**config.mk**
```make
export PLATFORM = sky130hd
export DESIGN_NAME = gradient_colormap_interpolator
export DESIGN_NICKNAME = d
export VERILOG_FILES = /design/src/rtl/cmi_pkg.sv /design/src/rtl/cmi_divider.sv /design/src/rtl/cmi_blend.sv /design/src/rtl/gradient_colormap_interpolator.sv
export SDC_FILE = /design/constraint.sdc
export NUM_CORES = 2
export LEC_CHECK = 0
export BUFFER_PORTS_ARGS = -buffer_cell sky130_fd_sc_hd__buf_4
export CORE_UTILIZATION = 35
export CTS_CLUSTER_DIAMETER = 80
export DETAILED_ROUTE_END_ITERATION = 10
export GPL_TIMING_DRIVEN = 0
export PLACE_DENSITY = 0.58
export SYNTH_ARGS = -nofsm -noshare
export SYNTH_HDL_FRONTEND = slang
export SYNTH_SLANG_ARGS = --single-unit
export TNS_END_PERCENT = 30
```
**constraint.sdc**
```tcl
create_clock -name clk -period 7.3 [get_ports clk]
set_input_delay 0.73 -clock clk [delete_from_list [all_inputs] [get_ports clk]]
set_output_delay 0.73 -clock clk [all_outputs]
set_load 0.03 [all_outputs]
```
**src/rtl/cmi_pkg.sv**
```systemverilog
// Shared widths, payload types and constants of the colormap gradient interpolator.
package cmi_pkg;

    localparam int IDX_W       = 8;
    localparam int LEN_W       = 9;
    localparam int CHAN_W      = 8;
    localparam int CHAN_COUNT  = 3;
    localparam int STOP_COUNT  = 4;
    localparam int SEG_W       = $clog2(STOP_COUNT);
    localparam int FRAC_BITS   = 16;
    localparam int POS_W       = SEG_W + FRAC_BITS;
    localparam int MAX_ENTRIES = 256;
    localparam int DIV_W       = $clog2(MAX_ENTRIES);
    localparam int NUM_W       = IDX_W + 2;
    localparam int DIV_STAGES  = 6;
    localparam int BITS_PER_STAGE = POS_W / DIV_STAGES;
    localparam int CFG_INDEX_W = 3;
    localparam int CFG_DATA_W  = CHAN_COUNT * CHAN_W;

    typedef logic [CHAN_COUNT-1:0][CHAN_W-1:0] color_t;
    typedef color_t [STOP_COUNT-1:0] stops_t;

    // One transaction inside the divider: partial remainder plus a shift
    // register that feeds numerator bits in and quotient bits out.
    typedef struct packed {
        logic             err;
        logic [DIV_W-1:0] divisor;
        logic [DIV_W-1:0] rem;
        logic [POS_W-1:0] work;
    } div_tok_t;

    // Gradient position, integer stop in the top bits.
    typedef struct packed {
        logic             err;
        logic [POS_W-1:0] pos;
    } pos_tok_t;

endpackage

```
**src/rtl/cmi_divider.sv**
```systemverilog
// Pipelined restoring divider: position = index*3*2^16 / (length-1).
module cmi_divider (
    input  logic              clk,
    input  logic              rst_n,
    input  logic              in_valid,
    output logic              in_ready,
    input  cmi_pkg::div_tok_t in_tok,
    output logic              out_valid,
    input  logic              out_ready,
    output cmi_pkg::pos_tok_t out_pos
);
    import cmi_pkg::*;

    logic [DIV_STAGES-1:0] v_reg;
    logic [DIV_STAGES-1:0] v_next;
    logic [DIV_STAGES:0]   stage_ready;
    div_tok_t              tok_reg  [DIV_STAGES];
    div_tok_t              tok_next [DIV_STAGES];

    // A few quotient bits per stage.
    function automatic div_tok_t div_step(div_tok_t t);
        div_tok_t       r;
        logic [DIV_W:0] trial;
        r = t;
        for (int b = 0; b < BITS_PER_STAGE; b++)
        begin
            trial = {r.rem, r.work[POS_W-1]};
            if (trial >= {1'b0, r.divisor})
            begin
                r.rem  = DIV_W'(trial - {1'b0, r.divisor});
                r.work = {r.work[POS_W-2:0], 1'b1};
            end
            else
            begin
                r.rem  = trial[DIV_W-1:0];
                r.work = {r.work[POS_W-2:0], 1'b0};
            end
        end
        return r;
    endfunction

    // A stage loads when it is empty or its content moves on.
    always_comb
    begin
        stage_ready[DIV_STAGES] = out_ready;
        for (int k = DIV_STAGES - 1; k >= 0; k--)
        begin
            stage_ready[k] = !v_reg[k] || stage_ready[k+1];
        end
    end

    assign v_next = {v_reg[DIV_STAGES-2:0], in_valid};

    genvar k;
    generate
        for (k = 0; k < DIV_STAGES; k++)
        begin : g_stage
            if (k == 0)
            begin : g_first
                assign tok_next[k] = div_step(in_tok);
            end
            else
            begin : g_rest
                assign tok_next[k] = div_step(tok_reg[k-1]);
            end

            always_ff @(posedge clk)
            begin
                if (stage_ready[k])
                begin
                    tok_reg[k] <= tok_next[k];
                end
            end
        end
    endgenerate

    always_ff @(posedge clk or negedge rst_n)
    begin
        if (!rst_n)
        begin
            v_reg <= '0;
        end
        else
        begin
            for (int i = 0; i < DIV_STAGES; i++)
            begin
                if (stage_ready[i])
                begin
                    v_reg[i] <= v_next[i];
                end
            end
        end
    end

    assign in_ready    = stage_ready[0];
    assign out_valid   = v_reg[DIV_STAGES-1];
    assign out_pos.err = tok_reg[DIV_STAGES-1].err;
    assign out_pos.pos = tok_reg[DIV_STAGES-1].work;

endmodule

```
**src/rtl/cmi_blend.sv**
```systemverilog
// Stop selection, per-channel linear blend with rounding, output register.
module cmi_blend (
    input  logic              clk,
    input  logic              rst_n,
    input  logic              in_valid,
    output logic              in_ready,
    input  cmi_pkg::pos_tok_t in_tok,
    input  cmi_pkg::stops_t   stops,
    output logic              out_valid,
    input  logic              out_ready,
    output cmi_pkg::color_t   out_color,
    output logic              out_err
);
    import cmi_pkg::*;

    localparam int DIFF_W = CHAN_W + 1;
    localparam int PROD_W = DIFF_W + FRAC_BITS + 1;
    localparam int ACC_W  = PROD_W;

    typedef struct packed {
        logic                                err;
        logic [FRAC_BITS-1:0]                frac;
        color_t                              lo;
        logic [CHAN_COUNT-1:0][DIFF_W-1:0]   diff;
    } sel_tok_t;

    typedef struct packed {
        logic                                err;
        color_t                              lo;
        logic [CHAN_COUNT-1:0][PROD_W-1:0]   prod;
    } prod_tok_t;

    typedef struct packed {
        logic   err;
        color_t color;
    } res_tok_t;

    localparam logic signed [ACC_W-1:0] ROUND_HALF = ACC_W'(1) << (FRAC_BITS - 1);

    logic      sel_v_reg, prod_v_reg, out_v_reg;
    logic      sel_rdy, prod_rdy, out_rdy;
    sel_tok_t  sel_reg, sel_next;
    prod_tok_t prod_reg, prod_next;
    res_tok_t  out_reg, out_next;

    logic [SEG_W-1:0]        seg;
    logic                    last_seg;
    color_t                  lo_stop, hi_stop;
    logic signed [PROD_W-1:0] mul_a [CHAN_COUNT];
    logic signed [PROD_W-1:0] mul_b [CHAN_COUNT];
    logic signed [ACC_W-1:0]  acc   [CHAN_COUNT];

    assign out_rdy  = !out_v_reg  || out_ready;
    assign prod_rdy = !prod_v_reg || out_rdy;
    assign sel_rdy  = !sel_v_reg  || prod_rdy;
    assign in_ready = sel_rdy;

    // Select the stop pair; the top stop blends with itself at weight zero.
    always_comb
    begin
        seg      = in_tok.pos[POS_W-1:FRAC_BITS];
        last_seg = (seg == SEG_W'(STOP_COUNT - 1));
        lo_stop  = stops[seg];
        hi_stop  = last_seg ? lo_stop : stops[seg + SEG_W'(1)];
        sel_next.err  = in_tok.err;
        sel_next.frac = last_seg ? '0 : in_tok.pos[FRAC_BITS-1:0];
        sel_next.lo   = lo_stop;
        for (int c = 0; c < CHAN_COUNT; c++)
        begin
            sel_next.diff[c] = {1'b0, hi_stop[c]} - {1'b0, lo_stop[c]};
        end
    end

    // (hi - lo) * frac, signed.
    always_comb
    begin
        prod_next.err = sel_reg.err;
        prod_next.lo  = sel_reg.lo;
        for (int c = 0; c < CHAN_COUNT; c++)
        begin
            mul_a[c] = PROD_W'($signed(sel_reg.diff[c]));
            mul_b[c] = $signed({{(PROD_W - FRAC_BITS){1'b0}}, sel_reg.frac});
            prod_next.prod[c] = mul_a[c] * mul_b[c];
        end
    end

    // lo*2^16 + product + half, keep the integer byte; black on a range error.
    always_comb
    begin
        out_next.err = prod_reg.err;
        for (int c = 0; c < CHAN_COUNT; c++)
        begin
            acc[c] = $signed({{(ACC_W - CHAN_W - FRAC_BITS){1'b0}}, prod_reg.lo[c],
                              {FRAC_BITS{1'b0}}})
                     + $signed(prod_reg.prod[c]) + ROUND_HALF;
            out_next.color[c] = prod_reg.err ? '0 : acc[c][FRAC_BITS +: CHAN_W];
        end
    end

    always_ff @(posedge clk or negedge rst_n)
    begin
        if (!rst_n)
        begin
            sel_v_reg  <= 1'b0;
            prod_v_reg <= 1'b0;
            out_v_reg  <= 1'b0;
        end
        else
        begin
            if (sel_rdy)
            begin
                sel_v_reg <= in_valid;
            end
            if (prod_rdy)
            begin
                prod_v_reg <= sel_v_reg;
            end
            if (out_rdy)
            begin
                out_v_reg <= prod_v_reg;
            end
        end
    end

    always_ff @(posedge clk)
    begin
        if (sel_rdy)
        begin
            sel_reg <= sel_next;
        end
        if (prod_rdy)
        begin
            prod_reg <= prod_next;
        end
        if (out_rdy)
        begin
            out_reg <= out_next;
        end
    end

    assign out_valid = out_v_reg;
    assign out_color = out_reg.color;
    assign out_err   = out_reg.err;

endmodule

```
**src/rtl/gradient_colormap_interpolator.sv**
```systemverilog
// Top level of the colormap gradient interpolator: registers, front stage, pipeline.
//
// Returns the RGB color of one colormap entry on a gradient through four
// configurable color stops. Entry i of an L-entry map sits at position
// i*3/(L-1) (16 fractional bits, truncated); the integer part picks the stop
// pair and the fraction blends each channel, rounded half up to 8 bits.
// An index at or above L, or L below 2, gives range_error with black. L
// above 256 is taken as 256. One transaction is accepted per clock while the
// output is not stalled; each result passes through one front stage, six
// divider stages of three quotient bits each, and three blend stages (select,
// multiply, round). Every stage holds its own valid bit and loads whenever it
// is empty or its content moves on, so bubbles close up and a stalled output
// only backs up the pipeline once it is full. Configuration writes take effect
// at once and are meant to be made with no transaction in flight.
module gradient_colormap_interpolator (
    input  logic                            clk,
    input  logic                            rst_n,
    input  logic                            cfg_write_en,
    input  logic [cmi_pkg::CFG_INDEX_W-1:0] cfg_index,
    input  logic [cmi_pkg::CFG_DATA_W-1:0]  cfg_data,
    input  logic                            in_valid,
    output logic                            in_ready,
    input  logic [cmi_pkg::IDX_W-1:0]       entry_index,
    output logic                            out_valid,
    input  logic                            out_ready,
    output logic [cmi_pkg::CHAN_W-1:0]      red,
    output logic [cmi_pkg::CHAN_W-1:0]      green,
    output logic [cmi_pkg::CHAN_W-1:0]      blue,
    output logic                            range_error
);
    import cmi_pkg::*;

    typedef enum logic [CFG_INDEX_W-1:0] {
        REG_MAP_LENGTH = 3'd0,
        REG_STOP_ZERO  = 3'd1,
        REG_STOP_ONE   = 3'd2,
        REG_STOP_TWO   = 3'd3,
        REG_STOP_THREE = 3'd4
    } cfg_reg_t;

    localparam logic [LEN_W-1:0]  LEN_RESET   = LEN_W'(256);
    localparam logic [LEN_W-1:0]  LEN_MAX     = LEN_W'(MAX_ENTRIES);
    localparam logic [LEN_W-1:0]  LEN_MIN     = LEN_W'(2);
    localparam color_t            STOP0_RESET = 24'hFF0000;
    localparam color_t            STOP1_RESET = 24'hFFFF00;
    localparam color_t            STOP2_RESET = 24'h00FFFF;
    localparam color_t            STOP3_RESET = 24'h0000FF;

    // Configuration registers.
    logic [LEN_W-1:0] map_length_reg;
    stops_t           stops_reg;

    // Front stage.
    logic             front_v_reg;
    div_tok_t         front_reg, front_next;
    logic             front_rdy;
    logic [LEN_W-1:0] len_sat;
    logic [NUM_W-1:0] num;

    // Divider to blend.
    logic     div_in_ready;
    logic     div_out_valid;
    logic     blend_in_ready;
    pos_tok_t div_pos;
    color_t   color;

    always_ff @(posedge clk or negedge rst_n)
    begin
        if (!rst_n)
        begin
            map_length_reg <= LEN_RESET;
            stops_reg[0]   <= STOP0_RESET;
            stops_reg[1]   <= STOP1_RESET;
            stops_reg[2]   <= STOP2_RESET;
            stops_reg[3]   <= STOP3_RESET;
        end
        else if (cfg_write_en)
        begin
            case (cfg_reg_t'(cfg_index))
                REG_MAP_LENGTH: map_length_reg <= cfg_data[LEN_W-1:0];
                REG_STOP_ZERO:  stops_reg[0]   <= color_t'(cfg_data);
                REG_STOP_ONE:   stops_reg[1]   <= color_t'(cfg_data);
                REG_STOP_TWO:   stops_reg[2]   <= color_t'(cfg_data);
                REG_STOP_THREE: stops_reg[3]   <= color_t'(cfg_data);
                default:        ;
            endcase
        end
    end

    // Range check and divider setup. The numerator is index*3 shifted up by
    // the fraction width; its bits above the quotient width seed the
    // remainder, which stays below the divisor whenever the index is valid.
    always_comb
    begin
        len_sat = (map_length_reg > LEN_MAX) ? LEN_MAX : map_length_reg;
        num     = NUM_W'({entry_index, 1'b0}) + NUM_W'(entry_index);
        front_next.err     = (len_sat < LEN_MIN) || (LEN_W'(entry_index) >= len_sat);
        front_next.divisor = DIV_W'(len_sat - LEN_W'(1));
        front_next.rem     = DIV_W'(num >> SEG_W);
        front_next.work    = {num[SEG_W-1:0], {FRAC_BITS{1'b0}}};
    end

    assign front_rdy = !front_v_reg || div_in_ready;
    assign in_ready  = front_rdy;

    always_ff @(posedge clk or negedge rst_n)
    begin
        if (!rst_n)
        begin
            front_v_reg <= 1'b0;
        end
        else if (front_rdy)
        begin
            front_v_reg <= in_valid;
        end
    end

    always_ff @(posedge clk)
    begin
        if (front_rdy)
        begin
            front_reg <= front_next;
        end
    end

    cmi_divider u_divider (
        .clk       (clk),
        .rst_n     (rst_n),
        .in_valid  (front_v_reg),
        .in_ready  (div_in_ready),
        .in_tok    (front_reg),
        .out_valid (div_out_valid),
        .out_ready (blend_in_ready),
        .out_pos   (div_pos)
    );

    cmi_blend u_blend (
        .clk       (clk),
        .rst_n     (rst_n),
        .in_valid  (div_out_valid),
        .in_ready  (blend_in_ready),
        .in_tok    (div_pos),
        .stops     (stops_reg),
        .out_valid (out_valid),
        .out_ready (out_ready),
        .out_color (color),
        .out_err   (range_error)
    );

    assign red   = color[2];
    assign green = color[1];
    assign blue  = color[0];

endmodule

```
Word level (Yosys, flattened, before mapping)
Memories as Yosys holds them, arrays and structs flattened.
Cells that the tools add are included.
Widths: inputs -> output; s select.
{"block": "totals", "regBits": 324, "ram_bits": 210, "input_bits": 40, "word_cells": 171, "memories": 1}
{"memory": "u_divider.tok_reg", "depth": 6, "word_bits": 35, "rd": 6, "rd_ports_with_merged_regs": 0, "wr": 6, "line": "cmi_divider.sv:17", "rtl": "div_tok_t tok_reg [DIV_STAGES];"}
{"block": "classes", "addsub": 30, "multipliers": 3, "order_cmp": 23, "n_eq_ne": 5, "muxes": 36, "reduce_logical": 27}
{"operator": "$mux 26", "count": 18}
{"operator": "$ge 9x8->1", "count": 18}
{"operator": "$sub 8x8->8", "count": 18}
{"operator": "$bmux 24 s2", "count": 2}
{"operator": "$add 24x17->24 const B", "count": 3}
{"operator": "$add 24x24->24", "count": 3}
{"operator": "$mul 9x17->24", "count": 3}
{"operator": "$mux 24", "count": 3}
{"operator": "$sub 8x8->9", "count": 3}
{"operator": "$mux 1", "count": 12}
{"operator": "$logic_or 1x1->1", "count": 11}
{"operator": "$add 9x8->10", "count": 1}
{"operator": "$logic_not 1->1", "count": 10}
{"operator": "$reduce_and 2->1", "count": 5}
{"operator": "$ge 8x9->1", "count": 1}
{"operator": "$gt 9x9->1 const B", "count": 1}
{"operator": "$lt 9x2->1 const B", "count": 1}
{"operator": "$mux 9", "count": 1}
{"operator": "$sub 8x1->8 const B", "count": 1}
{"operator": "$eq 3x2->1 const B", "count": 2}
{"operator": "$lt 2x3->1 const B", "count": 2}
{"operator": "$eq 3x1->1 const B", "count": 1}
{"operator": "$eq 3x3->1 const B", "count": 1}
{"operator": "$logic_not 3->1", "count": 1}
{"operator": "2 further kinds", "count": 2}

Longest topological paths before layout
{"block": "depth", "word_depth": 12, "depth_mapped": 31}

Hierarchy
A second synthesis with hierarchy kept.
{"block": "unflattened", "hier_cells": 3378, "area_unflattened_um2": 38827.2}
{"mod": "cmi_blend", "n_inst": 1, "cells_each": 1848, "area_per_inst_um2": 20106.8, "seq_area_each_um2": 4429.2}
{"mod": "cmi_divider", "n_inst": 1, "cells_each": 1173, "area_per_inst_um2": 13317.8, "seq_area_each_um2": 5975.7}
{"mod": "gradient_colormap_interpolator", "n_inst": 1, "cells_each": 357, "area_per_inst_um2": 5402.7, "seq_area_each_um2": 3284.4}

Worst setup path before layout
No wires, ideal clock.
{"block": "synth_timing", "path_type": "reg2reg", "startpoint": "register front_reg[27] (netlist bit)", "endpoint": "memory u_divider.tok_reg[0][25] (netlist bit) (data pin)", "setup_ps": 273, "t_arrival_ps": 6388, "path_slack_ps": 639, "stages_incl_launch_ff": 29, "path_buffers": 1, "synth_period_minus_slack_ps": 6661, "cell_sequence": "edfxtp_1 inv_1 ha_1 nor2b_1 o31a_1 o31ai_1 a21o_1 nand2_1 a211o_1 clkbuf_1 o21a_1 ha_1 nor2b_1 o21ai_0 a21oi_1 nor4b_1 o21ai_0 a221oi_2 mux2i_1 ha_1 nor2b_1 o21ai_0 a21oi_1 nor4_1 o21ai_0 a211oi_1 mux2i_1 nand3b_1 o221ai_1"}
{"item": "start: declaration", "line": "gradient_colormap_interpolator.sv:55", "rtl": "div_tok_t front_reg, front_next;"}
{"item": "start signal: assignment", "line": "gradient_colormap_interpolator.sv:122", "rtl": "front_reg <= front_next;"}
{"item": "end: declaration", "line": "cmi_divider.sv:17"}

==> flow_metrics.py <==
metrics = {
    "finish": {
        "final_util_pct": 39.44,
        "largest_register_ffs": 149,
        "final_area_um2": 41110,
        "area_growth_pct": 10.98,
        "nets": 4184,
        "stdcell_count": 4894,
        "most-common-layout-cells": "inv_1 (416), ha_1 (363), edfxtp_1 (313)",
        "layout_commonest_cell": "inv_1",
        "drive_gt1_share_pct": 13.92,
    },
    "critical_path": {
        "arrival_ns": 7.26,
        "critPathLaunch": "front_reg[27]",
        "path_class": "reg2reg",
        "crit_required_ns": 7.61,
        "worstPathMaxFanout": 10,
        "cp_slowest_cell": "edfxtp_1",
        "crit_top_cell": "ha_1",
        "regToRegStartpoint": "front_reg[27]",
        "r2r_cells": 28,
        "max_stage_delay_ns": 0.48,
        "crit_path_end_kind": "register",
        "start_kind": "register",
    },
    "synth": {
        "syn_nets": 4063,
        "ys_seq_area_share_pct": 33.31,
        "ys.flop_type": "edfxtp_1",
        "yosysUniqueCellTypes": 78,
        "synth-edff-count": 313,
        "synth_warnings": 0,
        "async_reset_ff_share_pct": 26.87,
        "syn_area_per_cell_um2": 11.05,
        "yosys_register_bits": 428,
        "synth_area_um2": 37040,
        "synth_cells": 3351,
    },
    "sta": {
        "finalCritPeriodShare_pct": 95.17,
        "rsz0062_at_grt": "true",
        "setup_violations": 0,
        "fin_skew_ns": 0.03137,
        "slew_headroom_pct": 17.31,
        "fmax_ghz": 0.1439,
        "fin_ws_ns": 0.3523,
        "hold_viol_final": 0,
        "slew_viol_final": 0,
        "post-route-min-period_ns": 6.948,
        "max_slew.worst_pin.slew_ns": 1.240,
    },
    "placed_design": {
        "port_buffers": 64,
        "dp.cells": 4800,
        "post_dp_cell_area_um2": 39360,
        "gp_congestion": 0.8497,
        "pre_cts_slack_ns": -0.9296,
        "dp_hpwl_mm": 68.05,
    },
    "floorplan": {
        "fp.dieH_um": 327.3,
        "io_pins": 67,
        "start_util_pct": 35.54,
        "die_w_um": 327.3,
        "dieArea_um2": 107100,
        "fp.coreArea_um2": 104200,
        "rows": 118,
    },
    "clock_tree": {
        "holdBufCountCts": 0,
        "cts_tree": "built",
        "cts_buffer_depth": 3,
        "cts.root.buffer_cell": "clkbuf_16",
        "cts_sinks": 428,
        "worstSkewPairLatency_ns": 0.61,
        "path_clk_slew_ns": 0.06,
        "numCtsBuffers": 50,
        "htree_levels": 2,
    },
    "drt": {
        "first_pass_iters": 5,
        "vias": 24210,
        "routedWlPerCell_um": 17.49,
        "drc_errors": 0,
        "routed_wl_mm": 85.61,
        "vias_per_cell": 4.946,
        "drt_iter0_markers": 1229,
        "final_antenna_net_count": 0,
    },
    "run": {
        "cap_violations": 0,
    },
    "global_routing": {
        "track_usage_pct": 16.44,
        "grt_pass1_wl_mm": 139.1,
        "antenna_found_initial": 2,
        "grt_start_max_net_pins": 61,
        "overflow": 0,
        "first_global_vias": 25390,
    },
    "status": {
        "status": "finished clean",
    },
    "min_path": {
        "hold_class": "in2async",
    },
}
==> metal layers <==
metal  global-route usage (%)  vias to the layer above  routed length (µm)
met3                    2.301                      107                3256
met1                    22.11                    12080               39540
li1                         -                    11630                   -
met2                    27.59                      385               40740
met5                        0                        -                   0
met4                    4.622                        0                2071
==> Yosys cell counts, types with 4 or more instances <==
cell	number	area (µm²)
nor2_1	144	540.5
buf_2	8	40.04
inv_2	4	15.01
mux2_2	188	2117
o21a_1	33	247.7
and3_1	4	25.02
fa_1	309	6186
nor3_1	43	215.2
and4_1	9	78.83
o31ai_1	6	45.04
dfrtp_1	66	1652
mux2_1	6	67.56
or2_2	12	75.07
clkbuf_1	89	334.1
mux2i_1	23	230.2
mux4_2	48	1081
o21ai_0	93	465.5
a211oi_1	9	67.56
a41oi_1	8	70.07
buf_1	7	26.28
o31a_1	9	78.83
a211o_1	6	52.55
edfxtp_1	313	9399
a21oi_1	99	495.5
o21bai_1	12	90.09
nand3_1	30	150.1
o221ai_1	6	52.55
inv_1	419	1573
a21o_1	61	457.9
a21boi_0	8	60.06
dfstp_2	49	1287
nor2b_1	67	419.2
xnor2_1	104	910.9
nand2_1	315	1182
a31oi_1	8	50.05
nand2b_1	77	481.7
and2_1	156	975.9
nand4_1	12	75.07
xor2_1	54	473.0
nand3b_1	5	37.54
or3_1	11	68.82
ha_1	363	4542
==> cell type report <==
cell class / instances / area (µm²)
Antenna cell: 1 / 2.502
Timing Repair Buffer: 71 / 604.3
Sequential cell: 428 / 12340
Tap cell: 1380 / 1727
Buffer: 102 / 392.9
Inverter: 424 / 1594
Clock buffer: 60 / 1299
Clock inverter: 33 / 354.1
Multi-Input combinational cell: 2395 / 22800
Fill cell: 10240 / 63130
==> critical path: cells and delay by family (launching register included) <==
family / cells / cell delay [ns]
AO/OA/AOI/OAI: 13 / 3.25
AND/OR/NAND/NOR: 7 / 1.19
adder cells (fa/ha/maj): 3 / 0.88
buffers and inverters: 3 / 0.49
flip-flops: 1 / 0.48
multiplexers: 2 / 0.33
==> cells by family after synthesis <==
kind of cell,count (synthesis),share of synthesized area (%)
AND/OR/NAND/NOR,905,12.11
adder cells (fa/ha/maj),672,28.96
buffers and inverters,528,5.378
flip-flops,428,33.31
AO/OA/AOI/OAI,395,7.063
multiplexers,265,9.438
XOR/XNOR,158,3.736
==> final timing paths <==
check | slack, ns | to
min in group clk | 0.33 | front_v_reg
max reg2reg | 0.35 | u_divider.tok_reg[0][25]
min reg2reg | 0.41 | u_divider.tok_reg[3][7]
max in group asynchronous | 6.44 | stops_reg[42]
max | 0.35 | u_divider.tok_reg[0][25]
min | 0.08 | map_length_reg[7]
==> repair_timing <==
action | 4_1_cts | 5_1_grt
gates resized for setup | 8 | 12
setup endpoints to repair | 9 | 31
pin swaps | 1 | 2
buffers inserted | 1 | 1
==> per-stage QoR <==
step | hold slack (ns) | setup TNS, ns
CTS | 0.06338 | 0
detailed placement | 0.4045 | -7.230
finish | 0.07801 | 0
global placement | 0.4015 | -6.401
global route | 0.08976 | -0.1158
floorplan | 0.4003 | 0
Power is not shown: default switching activity piles up to over one toggle a cycle in this logic, so the estimate is an artifact.
